### src/sv/bpa_pkg.sv
`default_nettype none

package bpa_pkg;

	localparam int MAP_PAGES   = 16384;
	localparam int WORD_W      = 64;
	localparam int BIT_W       = $clog2(WORD_W);
	localparam int NUM_WORDS   = MAP_PAGES / WORD_W;
	localparam int WORD_IDX_W  = $clog2(NUM_WORDS);
	localparam int WIDX_W      = WORD_IDX_W + 1;
	localparam int PAGE_W      = $clog2(MAP_PAGES);

	localparam int MODE_W      = 2;
	localparam int START_W     = 14;
	localparam int COUNT_W     = 15;
	localparam int STATUS_W    = 2;
	localparam int LIMIT_W     = 15;
	localparam int PG_W        = ((PAGE_W > COUNT_W) ? PAGE_W : COUNT_W) + 1;
	localparam int START_LIMIT = 1 << START_W;

	typedef enum logic [MODE_W-1:0] {
		MODE_ADD   = 2'd0,
		MODE_MARK  = 2'd1,
		MODE_ALLOC = 2'd2,
		MODE_FREE  = 2'd3
	} mode_t;

	typedef enum logic [STATUS_W-1:0] {
		STAT_DONE  = 2'd0,
		STAT_NOFIT = 2'd1,
		STAT_ZERO  = 2'd2
	} status_t;

	typedef enum logic [3:0] {
		S_IDLE,
		S_RANGE,
		S_WR_RD,
		S_WR_WR,
		S_AL_CHK,
		S_SC_RD,
		S_SC_LD,
		S_SC_EV,
		S_RESP
	} state_t;

	typedef struct packed {
		logic    load_req;
		logic    range_set;
		logic    sc_start;
		logic    rd_word;
		logic    wr_word;
		logic    sc_load;
		logic    sc_eval;
		logic    pend_we;
		status_t pend_code;
		logic    res_load;
	} cmd_t;

	typedef struct packed {
		logic in_alloc;
		logic empty;
		logic wr_last;
		logic cnt_zero;
		logic too_big;
		logic sc_end;
		logic found;
		logic far;
		logic ev_next;
	} stat_t;

endpackage

`default_nettype wire

### src/sv/bpa_ctrl.sv
`default_nettype none

module bpa_ctrl (
	input  wire logic           clk,
	input  wire logic           arst_n,
	input  wire logic           req_valid,
	output logic                req_ready,
	input  wire logic           rsp_ready,
	output logic                rsp_valid,
	input  wire bpa_pkg::stat_t stat,
	output bpa_pkg::cmd_t       cmd
);

	bpa_pkg::state_t state_q;
	bpa_pkg::state_t state_d;
	logic            rsp_valid_q;
	logic            out_free;

	assign out_free  = !rsp_valid_q || rsp_ready;
	assign rsp_valid = rsp_valid_q;
	assign req_ready = (state_q == bpa_pkg::S_IDLE);

	always_ff @(posedge clk or negedge arst_n) begin
		if (!arst_n) begin
			state_q     <= bpa_pkg::S_IDLE;
			rsp_valid_q <= 1'b0;
		end else begin
			state_q <= state_d;
			if (cmd.res_load) begin
				rsp_valid_q <= 1'b1;
			end else if (rsp_ready) begin
				rsp_valid_q <= 1'b0;
			end
		end
	end

	always_comb begin
		state_d = state_q;
		unique case (state_q)
			bpa_pkg::S_IDLE: begin
				if (req_valid) begin
					state_d = stat.in_alloc ? bpa_pkg::S_AL_CHK : bpa_pkg::S_RANGE;
				end
			end
			bpa_pkg::S_RANGE: begin
				state_d = stat.empty ? bpa_pkg::S_RESP : bpa_pkg::S_WR_RD;
			end
			bpa_pkg::S_WR_RD: begin
				state_d = bpa_pkg::S_WR_WR;
			end
			bpa_pkg::S_WR_WR: begin
				state_d = stat.wr_last ? bpa_pkg::S_RESP : bpa_pkg::S_WR_RD;
			end
			bpa_pkg::S_AL_CHK: begin
				state_d = (stat.cnt_zero || stat.too_big) ? bpa_pkg::S_RESP : bpa_pkg::S_SC_RD;
			end
			bpa_pkg::S_SC_RD: begin
				state_d = stat.sc_end ? bpa_pkg::S_RESP : bpa_pkg::S_SC_LD;
			end
			bpa_pkg::S_SC_LD: begin
				state_d = bpa_pkg::S_SC_EV;
			end
			bpa_pkg::S_SC_EV: begin
				priority if (stat.found) begin
					state_d = stat.far ? bpa_pkg::S_RESP : bpa_pkg::S_RANGE;
				end else if (stat.ev_next) begin
					state_d = bpa_pkg::S_SC_RD;
				end else begin
					state_d = bpa_pkg::S_SC_EV;
				end
			end
			bpa_pkg::S_RESP: begin
				if (out_free) begin
					state_d = bpa_pkg::S_IDLE;
				end
			end
			default: begin
				state_d = bpa_pkg::S_IDLE;
			end
		endcase
	end

	always_comb begin
		cmd = '0;
		cmd.pend_code = bpa_pkg::STAT_DONE;
		unique case (state_q)
			bpa_pkg::S_IDLE: begin
				cmd.load_req = req_valid;
			end
			bpa_pkg::S_RANGE: begin
				cmd.range_set = 1'b1;
			end
			bpa_pkg::S_WR_RD: begin
				cmd.rd_word = 1'b1;
			end
			bpa_pkg::S_WR_WR: begin
				cmd.wr_word = 1'b1;
			end
			bpa_pkg::S_AL_CHK: begin
				priority if (stat.cnt_zero) begin
					cmd.pend_we   = 1'b1;
					cmd.pend_code = bpa_pkg::STAT_ZERO;
				end else if (stat.too_big) begin
					cmd.pend_we   = 1'b1;
					cmd.pend_code = bpa_pkg::STAT_NOFIT;
				end else begin
					cmd.sc_start = 1'b1;
				end
			end
			bpa_pkg::S_SC_RD: begin
				if (stat.sc_end) begin
					cmd.pend_we   = 1'b1;
					cmd.pend_code = bpa_pkg::STAT_NOFIT;
				end else begin
					cmd.rd_word = 1'b1;
				end
			end
			bpa_pkg::S_SC_LD: begin
				cmd.sc_load = 1'b1;
			end
			bpa_pkg::S_SC_EV: begin
				cmd.sc_eval = 1'b1;
				if (stat.found && stat.far) begin
					cmd.pend_we   = 1'b1;
					cmd.pend_code = bpa_pkg::STAT_NOFIT;
				end
			end
			bpa_pkg::S_RESP: begin
				cmd.res_load = out_free;
			end
			default: begin
				cmd = '0;
			end
		endcase
	end

endmodule

`default_nettype wire

### config.mk
export PLATFORM = sky130hd
export DESIGN_NAME = bpa_ctrl
export DESIGN_NICKNAME = d
export VERILOG_FILES = /design/src/sv/bpa_pkg.sv /design/src/sv/bpa_ctrl.sv
export SDC_FILE = /design/constraint.sdc
export NUM_CORES = 1
export LEC_CHECK = 0
export ABC_AREA = 1
export BUFFER_PORTS_ARGS = -buffer_cell sky130_fd_sc_hd__buf_2
export CAP_MARGIN = 30
export CORE_AREA = 2 2 39 41
export CTS_CLUSTER_DIAMETER = 120
export DETAILED_ROUTE_END_ITERATION = 12
export DIE_AREA = 0 0 41 43
export PLACE_DENSITY_LB_ADDON = 0.05
export SYNTH_ARGS = -nofsm -noshare
export SYNTH_HDL_FRONTEND = slang
export SYNTH_SLANG_ARGS = --single-unit
### constraint.sdc
create_clock -name clk -period 1 [get_ports clk]
set_input_delay 0.05 -clock clk [delete_from_list [all_inputs] [get_ports clk]]
set_output_delay 0.05 -clock clk [all_outputs]
set_load 0.02 [all_outputs]
# Word-level counts from Yosys, hierarchy flattened
# Index checks and enable logic that the tools add are counted.
[totals]
in_bits = 13
output_inout_bits = 13
reg_bits = 5
word_cells = 48
[op_classes]
n_reduce_logical = 7
muxes = 29
eq_ne = 10
[op_table]
columns = ["op", "n"]
rows = [
  ["$pmux 4 s9", 1],
  ["$mux 4", 8],
  ["$eq 4x3->1 const B", 4],
  ["$mux 3", 5],
  ["$mux 1", 12],
  ["$pmux 3 s3", 1],
  ["$eq 4x2->1 const B", 2],
  ["$eq 4x1->1 const B", 1],
  ["$eq 4x4->1 const B", 1],
  ["$logic_not 4->1", 1],
  ["$ne 2x2->1 const B", 2],
  ["$logic_or 1x1->1", 2],
  ["$mux 2", 1],
  ["$pmux 1 s2", 1],
  ["$reduce_and 2->1", 1],
  ["$reduce_bool 2->1", 1],
  ["$logic_and 1x1->1", 1],
  ["$logic_not 1->1", 1],
]

# Depth between registers and ports, before layout
# Gate-level depths: netlist (run 1).
[depth]
word_depth = 4
mapped_depth = 7
depth_no_buf = 7

# Least setup slack after synthesis (run 1)
# OpenSTA, ideal clock, no wires.
[synth_path]
path_type = "reg-to-reg"
start = "reg state_q[3]"
end = "reg state_q[3]"
setup_slack_ps = -111
n_path_buf = 0
setup_ps = 69
path_stages_with_launch = 8
t_arrival_ps = 1042
required_time_ps = 931
period_less_slack_ps = 1111
cell_sequence = "dfrtp_1 inv_1 nand2_1 nor2_2 nand2_1 nand2_1 inv_1 nand3_1"
[synth_between]
elab_chain_cells = 3
elab_cells_between_ends = 13
cone_classes = "10 x eq/ne; 1 x mux; 2 x reduce/logical"
[synth_rtl]
columns = ["item", "line_no", "text"]
rows = [
  ["from (decl)", "bpa_ctrl.sv:14", "bpa_pkg::state_t state_q;"],
  ["from (signal assigned)", "bpa_ctrl.sv:25", "state_q <= bpa_pkg::S_IDLE;"],
  ["from (signal assigned)", "bpa_ctrl.sv:28", "state_q <= state_d;"],
  ["$eq 4x4->1 / $logic_not 4->1 (equally long branches)", "bpa_ctrl.sv:39", "unique case (state_q)"],
  ["$ne 2x2->1 (no line)", "n/a", ""],
  ["$reduce_and 2->1 (no line)", "n/a", ""],
]
# Several ways; a longest one is shown, not always the timed one.
# A chain may end at the register's enable or synchronous reset.

==> run_results.csv, run 1 <==
group,metric,value,unit
placed_design,port_buffers,25,
floorplanning,coreArea,1384,sq um
sta,slew_headroom,86.47,%
clock_network,h-tree-depth,1,
synth,synthArstFlopShare,100.0,%
min_path,hold_depth,2,
global_route,grt_max_degree,8,
synth,synth_cell_types,13,
run,cap_violations,0,
clock_network,clock_latency,0.24,ns
cells_and_area,fin_nets,142,
synth,synthXorXnorAreaFrac,0,%
pwr,p_comb_share,74.3,%
floorplanning,dieArea,1763,sq um
route,wl,1.505,mm
sta,fin_crit,1.363,ns
floorplanning,die_x,41,um
min_path,holdPathEnd,"rsp_valid",
worst_setup_path,start_kind,"flop",
worst_setup_path,critPathArrivalTime,1.31,ns
cells_and_area,areaGrowthSynthToFinish,104.8,%
route,vias,660,
sta,fin_tns_setup,-4.402,ns
cells_and_area,antenna_cells,0,
placed_design,hpwl,1.031,mm
synth,seq_area_frac_synth,26.60,%
worst_setup_path,crit_slowest_cell,"dfrtp_2",
sta,hold_violations,0,
global_route,grt_pass1_wl,2.442,mm
synth,ys_top_cells_by_count,"21 x nand2_1, 15 x inv_1, 14 x nor2_1",
floorplanning,die_y,43,um
pwr,p_switching,1.157,mW
clock_network,clk_path_buf_depth,2,
synth,synth-simple-area-share,56.91,%
sta,finalWorstSetupSlack,-0.3628,ns
sta,grt_setup_unrepaired,"yes",
synth,synth_top_area_share,26.60,%
synth,synth-compound-area-share,2.128,%
synth,synthMuxAreaShare,0,%
outcome,status,"complete, but fails checks",
synth,syn-num-nets,95,
global_route,globalRouteOverflowTotal,0,
pwr,pwr-share-clk,9.4,%
worst_setup_path,reg2reg_slack,-0.24,ns
min_path,hold_start,"rsp_ready",
sta,finalCritPeriodShare,136.3,%
synth,yosysMostFrequentCell,"nand2_1",
synth,synth_seq_cells,5,
synth,yosys.area.top_type,"dfrtp_1",
pwr,p_leak,0.5551,nW
clock_network,cts_tree,"done",
route,first_iter_violations,8,
pwr,seq_power_share,16.4,%
route,first_pass_iters,4,
min_path,hold_class,"in -> reg",
worst_setup_path,r2r_end,"state_q[2]",
route,via_per_inst,4.583,
placed_design,place_congestion,0.7631,
worst_setup_path,endpoint_kind,"output port",
synth,synthAdderAreaFrac,0,%
worst_setup_path,slowest_delay,0.45,ns
floorplanning,initial_core_util,34.00,%
sta,final.hold.worst_slack,0.02693,ns
synth,yosysWarnings,0,
global_route,grt_use_total,20.48,%
synth,synth_edf_count,0,
route,drc_errors,0,
route,wl_per_cell,10.45,um
cells_and_area,final_cell_area,963.4,sq um
sta,max_freq,733.8,MHz
clock_network,cts_sinks,5,
clock_network,path_clk_slew,0.04,ns
global_route,antenna_found_initial,0,
floorplanning,rows,14,
route,ant_nets,0,
pwr,p_per_area,2545,nW/um^2
synth,synth_top_family_by_area,"simple AND/OR/NAND/NOR gates",
cells_and_area,drive_gt1_share,62.50,%
pwr,internal_power,1.296,mW
worst_setup_path,reg2reg_depth,5,
floorplanning,ios,26,
pwr,vdd_drop_max,0.001956,V
synth,synthCells,82,
clock_network,cts_root_buffer,"clkbuf_4",
cells_and_area,utilization,69.62,%
clock_network,numCtsBuffers,3,
worst_setup_path,r2r-start,"state_q[0]",
sta,tightest_slew,0.2025,ns
worst_setup_path,crit_chain,"nor2_4, nand3_2, nand2_1, nor2_2, inv_2, buf_6",
worst_setup_path,crit_type,"reg -> out",
pwr,switching_share,47.17,%
worst_setup_path,worstPathMaxFanout,7,
worst_setup_path,critPathRequiredTime,0.95,ns
sta,setup_viol_count_final,16,
pwr,total_power,2.452,mW
synth,synthTopCellsByArea,"dfrtp_1 27%, nand2_1 17%, inv_1 12%, nor2_1 11%, nand3_1 11%",
global_route,grt_pass1_vias,606,
sta,clock_skew,0.0008149,ns
placed_design,postPlaceCellArea,680.7,sq um
synth,postSynthAreaPerCell,5.737,sq um
synth,synth_flop_cell,"dfrtp_1",
synth,syn_area,470.5,sq um
sta,finalMaxSlewViolations,0,
outcome,violations,"setup timing",
==> power groups by stage <==
stage | Clock (mW) | Combinational [mW] | Sequential (mW)
2_1_floorplan | 0 | 0.749 | 0.415
3_3_place_gp | 0 | 1.13 | 0.395
3_5_place_dp | 0 | 1.13 | 0.400
4_1_cts | 0.241 | 1.63 | 0.392
5_1_grt | 0.255 | 1.98 | 0.413
6_report | 0.230 | 1.82 | 0.401
==> final cells by class <==
cell class / count / area, sq um
Fill cell: 122 / 420.4
Multi-Input combinational cell: 59 / 379.1
Timing Repair Buffer: 42 / 336.6
Sequential cell: 5 / 128.9
Inverter: 18 / 72.57
Clock buffer: 4 / 26.28
Tap cell: 16 / 20.02
==> what timing repair did <==
item                       4_1_cts  5_1_grt
resized for setup               33       17
pin swaps                       10       13
hold buffers                     1        0
setup buffers                    9        3
setup endpoints to repair       17       17
hold endpoints to repair         5        0
==> worst max-delay path by stage <==
stage / depth (start not counted) / slack, ns / endpoint / start
final: 6 / -0.36 / cmd[3] / state_q[3]
after global placement: 4 / -0.19 / state_q[2] / state_q[0]
after CTS: 6 / -0.36 / cmd[3] / state_q[1]
after global routing: 7 / -0.44 / cmd[3] / state_q[1]
after detailed placement: 6 / -0.18 / cmd[3] / state_q[0]
after floorplan: 7 / -0.06 / state_q[2] / state_q[3]
==> routing by layer <==
metal / part of all wire (%) / GRT usage, %
met5: 0 / 0
met4: 0.86 / 8.000
met3: 5.1 / 4.712
met2: 51 / 31.56
met1: 43 / 26.47
==> cell usage in the layout (no fill, tap or decap) <==
cell            n
inv_1          11
nand2_1        17
o21ai_2         1
dfrtp_1         2
buf_6          15
nor2_1          5
dfrtp_2         3
nand4_1         2
clkbuf_4        3
dlygate4sd3_1   1
nand3_1         7
inv_6           1
buf_4          11
clkbuf_1        1
o21ai_0         1
nand3b_1        1
nor2_2          7
inv_2           6
nand2_4         3
nor2_4          9
buf_2          15
nand2_2         3
nand3_2         3
==> sequential cells by signal, summed over array words and instances, names as in the netlist <==
signal / flops
rsp_valid: 1
state_q: 4
==> cell families (layout without fill, tap and decap cells) <==
| kind of cell | count (synthesis) | in the layout |
|---|---|---|
| AO/OA/AOI/OAI | 2 | 2 |
| buffers and inverters | 18 | 64 |
| AND/OR/NAND/NOR | 57 | 57 |
| flip-flops | 5 | 5 |
==> worst max-delay path: cells and delay by family (launching register included) <==
kind | cells | cell delay, ns
AND/OR/NAND/NOR | 4 | 0.48
flip-flops | 1 | 0.45
buffers and inverters | 2 | 0.14
==> through the flow <==
step                instances  worst slack [ns]
CTS                       142           -0.3611
detailed placement        128           -0.1779
global route              144           -0.4447
floorplan                  82          -0.06051
finish                    144           -0.3628
global placement          128           -0.1853
(Power assumes the default switching activity.)
==> run 2, diff against run 1 <==
--- a/config.mk
+++ b/config.mk
@@ -13,6 +13,7 @@
 export DETAILED_ROUTE_END_ITERATION = 12
 export DIE_AREA = 0 0 41 43
 export PLACE_DENSITY_LB_ADDON = 0.05
+export SLEW_MARGIN = 15
 export SYNTH_ARGS = -nofsm -noshare
 export SYNTH_HDL_FRONTEND = slang
 export SYNTH_SLANG_ARGS = --single-unit
==> constraint.sdc (replaced) <==
create_clock -name clk -period 1.4 [get_ports clk]
set_input_delay 0.07 -clock clk [delete_from_list [all_inputs] [get_ports clk]]
set_output_delay 0.07 -clock clk [all_outputs]
set_load 0.02 [all_outputs]
==> run 2 against run 1 <==
  * The run still ends with setup timing left
  * Cell area decreased by 24%
  * Setup slack improved by 0.36 ns
  * Sequential cell count unchanged
  * Worst hold slack improved by 0.012 ns
  * Clock-buffer cell count unchanged
  * Clock skew increased by 0.0052 ns
  * Global-route usage decreased by 3.4 points
  * Routed wire length decreased by 17%
  * First-iteration DRC count decreased by 13%
  * Sequential power decreased by 27%
  * Critical endpoint unchanged
  * Largest power group unchanged
==> run_results.csv, run 2 (synthesis results as in run 1) <==
group,metric,value,unit
pwr,p_per_area,1763,nW/um^2
global_route,grt_max_degree,8,
sta,clock_skew,0.006057,ns
floorplanning,dieArea,1763,sq um
cells_and_area,multi_input_area,307.8,sq um
worst_setup_path,start_kind,"flop",
worst_setup_path,endpoint_kind,"output port",
cells_and_area,antenna_cells,0,
placed_design,place_ws,0.1281,ns
sta,finalWorstSetupSlack,-0.0003263,ns
route,first_iter_violations,7,
sta,setup_viol_count_final,1,
worst_setup_path,critPathRequiredTime,1.33,ns
clock_network,cts_root_buffer,"clkbuf_4",
placed_design,hpwl,1.001,mm
global_route,grt_pass1_wl,1.959,mm
placed_design,port_buffers,25,
sta,grt_setup_unrepaired,"yes",
floorplanning,rows,14,
cells_and_area,areaGrowthSynthToFinish,56.65,%
clock_network,h-tree-depth,1,
cells_and_area,regArea,128.9,sq um
min_path,hold_class,"in -> reg",
cells_and_area,fill_cells,158,
global_route,grt_pass1_vias,503,
pwr,pwr-share-clk,13.2,%
sta,fin_crit,1.400,ns
cells_and_area,fin_nets,130,
floorplanning,die_x,41,um
cells_and_area,drive_gt1_share,43.97,%
sta,slew_headroom,85.11,%
pwr,vdd_drop_max,0.001199,V
global_route,globalRouteOverflowTotal,0,
placed_design,postPlaceCellArea,615.6,sq um
sta,max_freq,714.1,MHz
clock_network,cts_sinks,5,
sta,hold_violations,0,
cells_and_area,regMostFlops,"state_q",
sta,finalMaxSlewViolations,0,
route,first_pass_iters,4,
sta,finalCritPeriodShare,100.0,%
clock_network,cts_tree,"done",
cells_and_area,mostFrequentLayoutCells,"21 x buf_2, 20 x nand2_1, 15 x inv_1",
floorplanning,die_y,43,um
run,cap_violations,0,
route,drc_errors,0,
clock_network,path_clk_slew,0.05,ns
pwr,total_power,1.299,mW
floorplanning,ios,26,
cells_and_area,largest_reg_flops,4,
route,wl_per_cell,9.455,um
worst_setup_path,worstPathMaxFanout,7,
floorplanning,coreArea,1384,sq um
pwr,seq_power_share,22.6,%
global_route,grt_use_total,17.04,%
route,ant_nets,0,
worst_setup_path,critPathArrivalTime,1.33,ns
route,via_per_inst,4.508,
outcome,violations,"setup timing",
clock_network,clk_path_buf_depth,2,
placed_design,place_congestion,0.7819,
outcome,status,"complete, but fails checks",
min_path,hold_start,"rsp_ready",
floorplanning,initial_core_util,34.00,%
global_route,antenna_found_initial,0,
pwr,internal_power,0.6380,mW
pwr,p_comb_share,64.2,%
worst_setup_path,crit_type,"reg -> out",
clock_network,numCtsBuffers,3,
route,wl,1.248,mm
worst_setup_path,worstSetupStartpoint,"state_q[3]",
cells_and_area,final_cell_area,737.0,sq um
pwr,p_leak,0.4779,nW
pwr,switching_share,50.90,%
pwr,p_switching,0.6613,mW
sta,tightest_slew,0.2232,ns
route,vias,595,
clock_network,clock_latency,0.25,ns
worst_setup_path,r2r-start,"state_q[0]",
cells_and_area,final_common_cell,"buf_2",
[run 2: metrics by stage]
stage                     cells  hold slack (ns)  setup TNS (ns)  util, %
final                       132          0.03874      -0.0003263    53.25
after global routing        132          0.05455         -0.3503    53.25
after CTS                   130          0.04078               0    50.45
after detailed placement    123          -0.1124               0    44.48
after global placement      123          -0.1130               0    44.48
after floorplan              82          -0.2256               0        -
[run 2: repair_timing]
item,CTS,global route
gates resized for setup,9,8
setup endpoints to repair,6,9
pin swaps,3,3
hold buffers,1,0
setup buffers,2,2
hold endpoints to repair,5,0
[run 2: final timing paths]
kind                               to  cells after the start  slack, ns
max                            cmd[3]                      6    -0.0003
min                         rsp_valid                      2       0.04
max reg2reg                state_q[2]                      5       0.13
min reg2reg                 rsp_valid                      2       0.56
max in group asynchronous  state_q[1]                      2       1.10
min in group asynchronous   rsp_valid                      2       0.16
[run 2: layer usage]
metal  share of wire (%)  vias to the layer above  routed length [um]  GRT usage [%]
met5                   0                        -                   0              0
li1                    -                      316                   -              -
met3                 8.6                        2                 107          9.424
met1                  40                      256                 505          20.20
met4                0.48                        0                   6          4.000
met2                  50                       21                 629          25.94
[run 2: critical path, cell delays in order, from the launching register on]
cell and delay [ns]:
dfrtp_2 0.45, nor2_4 0.22, nand2_2 0.08, nor2_1 0.09
nor2_1 0.07, inv_1 0.07, buf_6 0.11
[run 2: power groups by stage]
stage,logic (mW),registers [mW],clock network (mW)
global route,0.924,0.301,0.192
finish,0.835,0.293,0.171
global placement,0.704,0.263,0
floorplan,0.495,0.275,0
detailed placement,0.707,0.267,0
CTS,0.778,0.283,0.175
[run 2: area by class of cell]
type | count | area share [%]
clock buffers | 4 | 3.565
inverters | 18 | 9.168
multi-input cells | 59 | 41.77
flip-flops and latches | 5 | 17.49
well taps | 16 | 2.716
repair buffers | 30 | 25.30
==> run 3, diff against run 2 <==
--- a/config.mk
+++ b/config.mk
@@ -12,7 +12,7 @@
 export CTS_CLUSTER_DIAMETER = 120
 export DETAILED_ROUTE_END_ITERATION = 12
 export DIE_AREA = 0 0 41 43
-export PLACE_DENSITY_LB_ADDON = 0.05
+export PLACE_DENSITY = 0.75
 export SLEW_MARGIN = 15
 export SYNTH_ARGS = -nofsm -noshare
 export SYNTH_HDL_FRONTEND = slang
==> run 3 against run 2 <==
  * The flow still finishes with violations (setup timing)
  * Routed wire length rose by 4.5%
  * Final cell count rose by 3.0%
  * Clock skew rose by 0.0019 ns
  * Sequential power barely moved
  * Clock power barely moved
==> run_results.csv, run 3 (synthesis results as in run 1) <==
group,metric,value,unit
clock_network,cts_root_buffer,"clkbuf_4",
min_path,hold_class,"in -> reg",
clock_network,numCtsBuffers,3,
sta,final.hold.worst_slack,0.04127,ns
floorplanning,ios,26,
worst_setup_path,crit_top_cell,"buf_4",
clock_network,h-tree-depth,1,
route,m1WireLength,564,um
worst_setup_path,slowest_delay,0.46,ns
clock_network,clock_latency,0.24,ns
outcome,violations,"setup timing",
route,route.met2.wl,649,um
pwr,p_leak,0.4981,nW
cells_and_area,regMostFlops,"state_q",
cells_and_area,fin_nets,134,
sta,setup_viol_count_final,1,
sta,grt_setup_unrepaired,"yes",
floorplanning,rows,14,
worst_setup_path,critPathArrivalTime,1.34,ns
cells_and_area,areaGrowthSynthToFinish,62.77,%
route,route.met3.wl,75,um
sta,slew_headroom,87.61,%
clock_network,clk_path_buf_depth,2,
sta,max_freq,708.3,MHz
worst_setup_path,critPathRequiredTime,1.33,ns
clock_network,cts_tree,"done",
sta,finalWorstSetupSlack,-0.01187,ns
cells_and_area,drive_gt1_share,45.83,%
placed_design,place_congestion,0.9086,
cells_and_area,antenna_cells,0,
floorplanning,coreArea,1384,sq um
route,first_iter_violations,8,
global_route,antenna_found_initial,0,
floorplanning,initial_core_util,34.00,%
route,first_pass_iters,4,
global_route,grt_pass1_vias,556,
global_route,grt_use_total,17.69,%
sta,finalCritPeriodShare,100.8,%
sta,tightest_slew,0.1846,ns
outcome,status,"complete, but fails checks",
worst_setup_path,crit_slowest_cell,"dfrtp_2",
floorplanning,die_x,41,um
pwr,vdd_drop_max,0.0009310,V
sta,hold_violations,0,
worst_setup_path,crit_chain,"nor2_4, buf_4, nand2_2, nor2_1, buf_4",
sta,fin_crit,1.412,ns
route,drc_errors,0,
route,top_layer,"met4",
sta,clock_skew,0.007984,ns
route,wl_per_cell,9.588,um
placed_design,hpwl,979.3,um
global_route,globalRouteOverflowTotal,0,
sta,finalMaxSlewViolations,0,
route,ant_nets,0,
cells_and_area,fill_cells,149,
pwr,total_power,1.413,mW
worst_setup_path,worstPathMaxFanout,5,
clock_network,path_clk_slew,0.05,ns
cells_and_area,final_cell_area,765.7,sq um
worst_setup_path,start_kind,"flop",
clock_network,cts_sinks,5,
worst_setup_path,crit_type,"reg -> out",
cells_and_area,final_common_cell,"nand2_1",
route,via_per_inst,4.632,
placed_design,postPlaceCellArea,615.6,sq um
route,vias,630,
floorplanning,die_y,43,um
worst_setup_path,endpoint_kind,"output port",
cells_and_area,mostFrequentLayoutCells,"21 x nand2_1, 20 x buf_2, 14 x inv_1",
global_route,grt_pass1_wl,2.139,mm
global_route,grt_max_degree,8,
run,cap_violations,0,
route,wl,1.304,mm
cells_and_area,largest_reg_flops,4,
floorplanning,dieArea,1763,sq um
pwr,p_per_area,1845,nW/um^2
placed_design,port_buffers,25,
[run 3: cell types whose count changed in the layout (fill, tap and decap cells not counted), sizes merged]
cell	change
buf	+4
[run 3: path summary, 6_finish.rpt]
kind / startpoint / end / slack (ns) / cells past startpoint
max: state_q[0] / cmd[10] / -0.01 / 5
max in group asynchronous: arst_n / state_q[3] / 1.08 / 2
min in group asynchronous: arst_n / state_q[1] / 0.17 / 2
min reg2reg: rsp_valid / rsp_valid / 0.55 / 2
max reg2reg: state_q[0] / state_q[2] / 0.10 / 8
min: rsp_ready / rsp_valid / 0.04 / 2
[run 3: cell type report]
| cell class | instances | area (sq um) | area share [%] |
|---|---|---|---|
| Timing Repair Buffer | 34 | 215.2 | 28.10 |
| Clock buffer | 4 | 26.28 | 3.431 |
| Inverter | 18 | 67.56 | 8.824 |
| Multi-Input combinational cell | 59 | 307.8 | 40.20 |
| Tap cell | 16 | 20.02 | 2.614 |
| Sequential cell | 5 | 128.9 | 16.83 |
[run 3: routing by layer]
layer | GRT usage, % | vias up
li1 | - | 325
met1 | 21.38 | 281
met2 | 27.81 | 22
met3 | 3.141 | 2
met4 | 10.00 | 0
met5 | 0 | -
[run 3: worst max-delay path, delay by kind of cell, from the launching register on]
kind,cells,cell delay [ns]
buf+inv,2,0.29
simple gates,3,0.34
flops,1,0.46
[run 3: report_power, final]
| part | total [mW] | switching, mW | internal, mW |
|---|---|---|---|
| sequential | 0.296 | 0.0897 | 0.207 |
| clock | 0.169 | 0.0613 | 0.108 |
| combinational | 0.947 | 0.544 | 0.404 |
| total | 1.41 | 0.695 | 0.718 |
[run 3: what timing repair did]
action                                  4_1_cts  5_1_grt
buffers inserted                              5        3
pin swaps                                     4        5
hold endpoints to repair                      5        0
resized for setup                            10        8
hold buffers                                  1        0
endpoints found under the setup margin        3        6
[run 3: stage by stage]
step | TNS [ns] | worst slack (ns) | util [%] | instances
after global routing | -0.3497 | -0.1186 | 55.33 | 136
after floorplan | 0 | 0.2892 | - | 82
after CTS | -0.01158 | -0.01158 | 51.90 | 133
after detailed placement | 0 | 0.1673 | 44.48 | 123
after global placement | 0 | 0.2036 | 44.48 | 123
final | -0.01187 | -0.01187 | 55.33 | 136
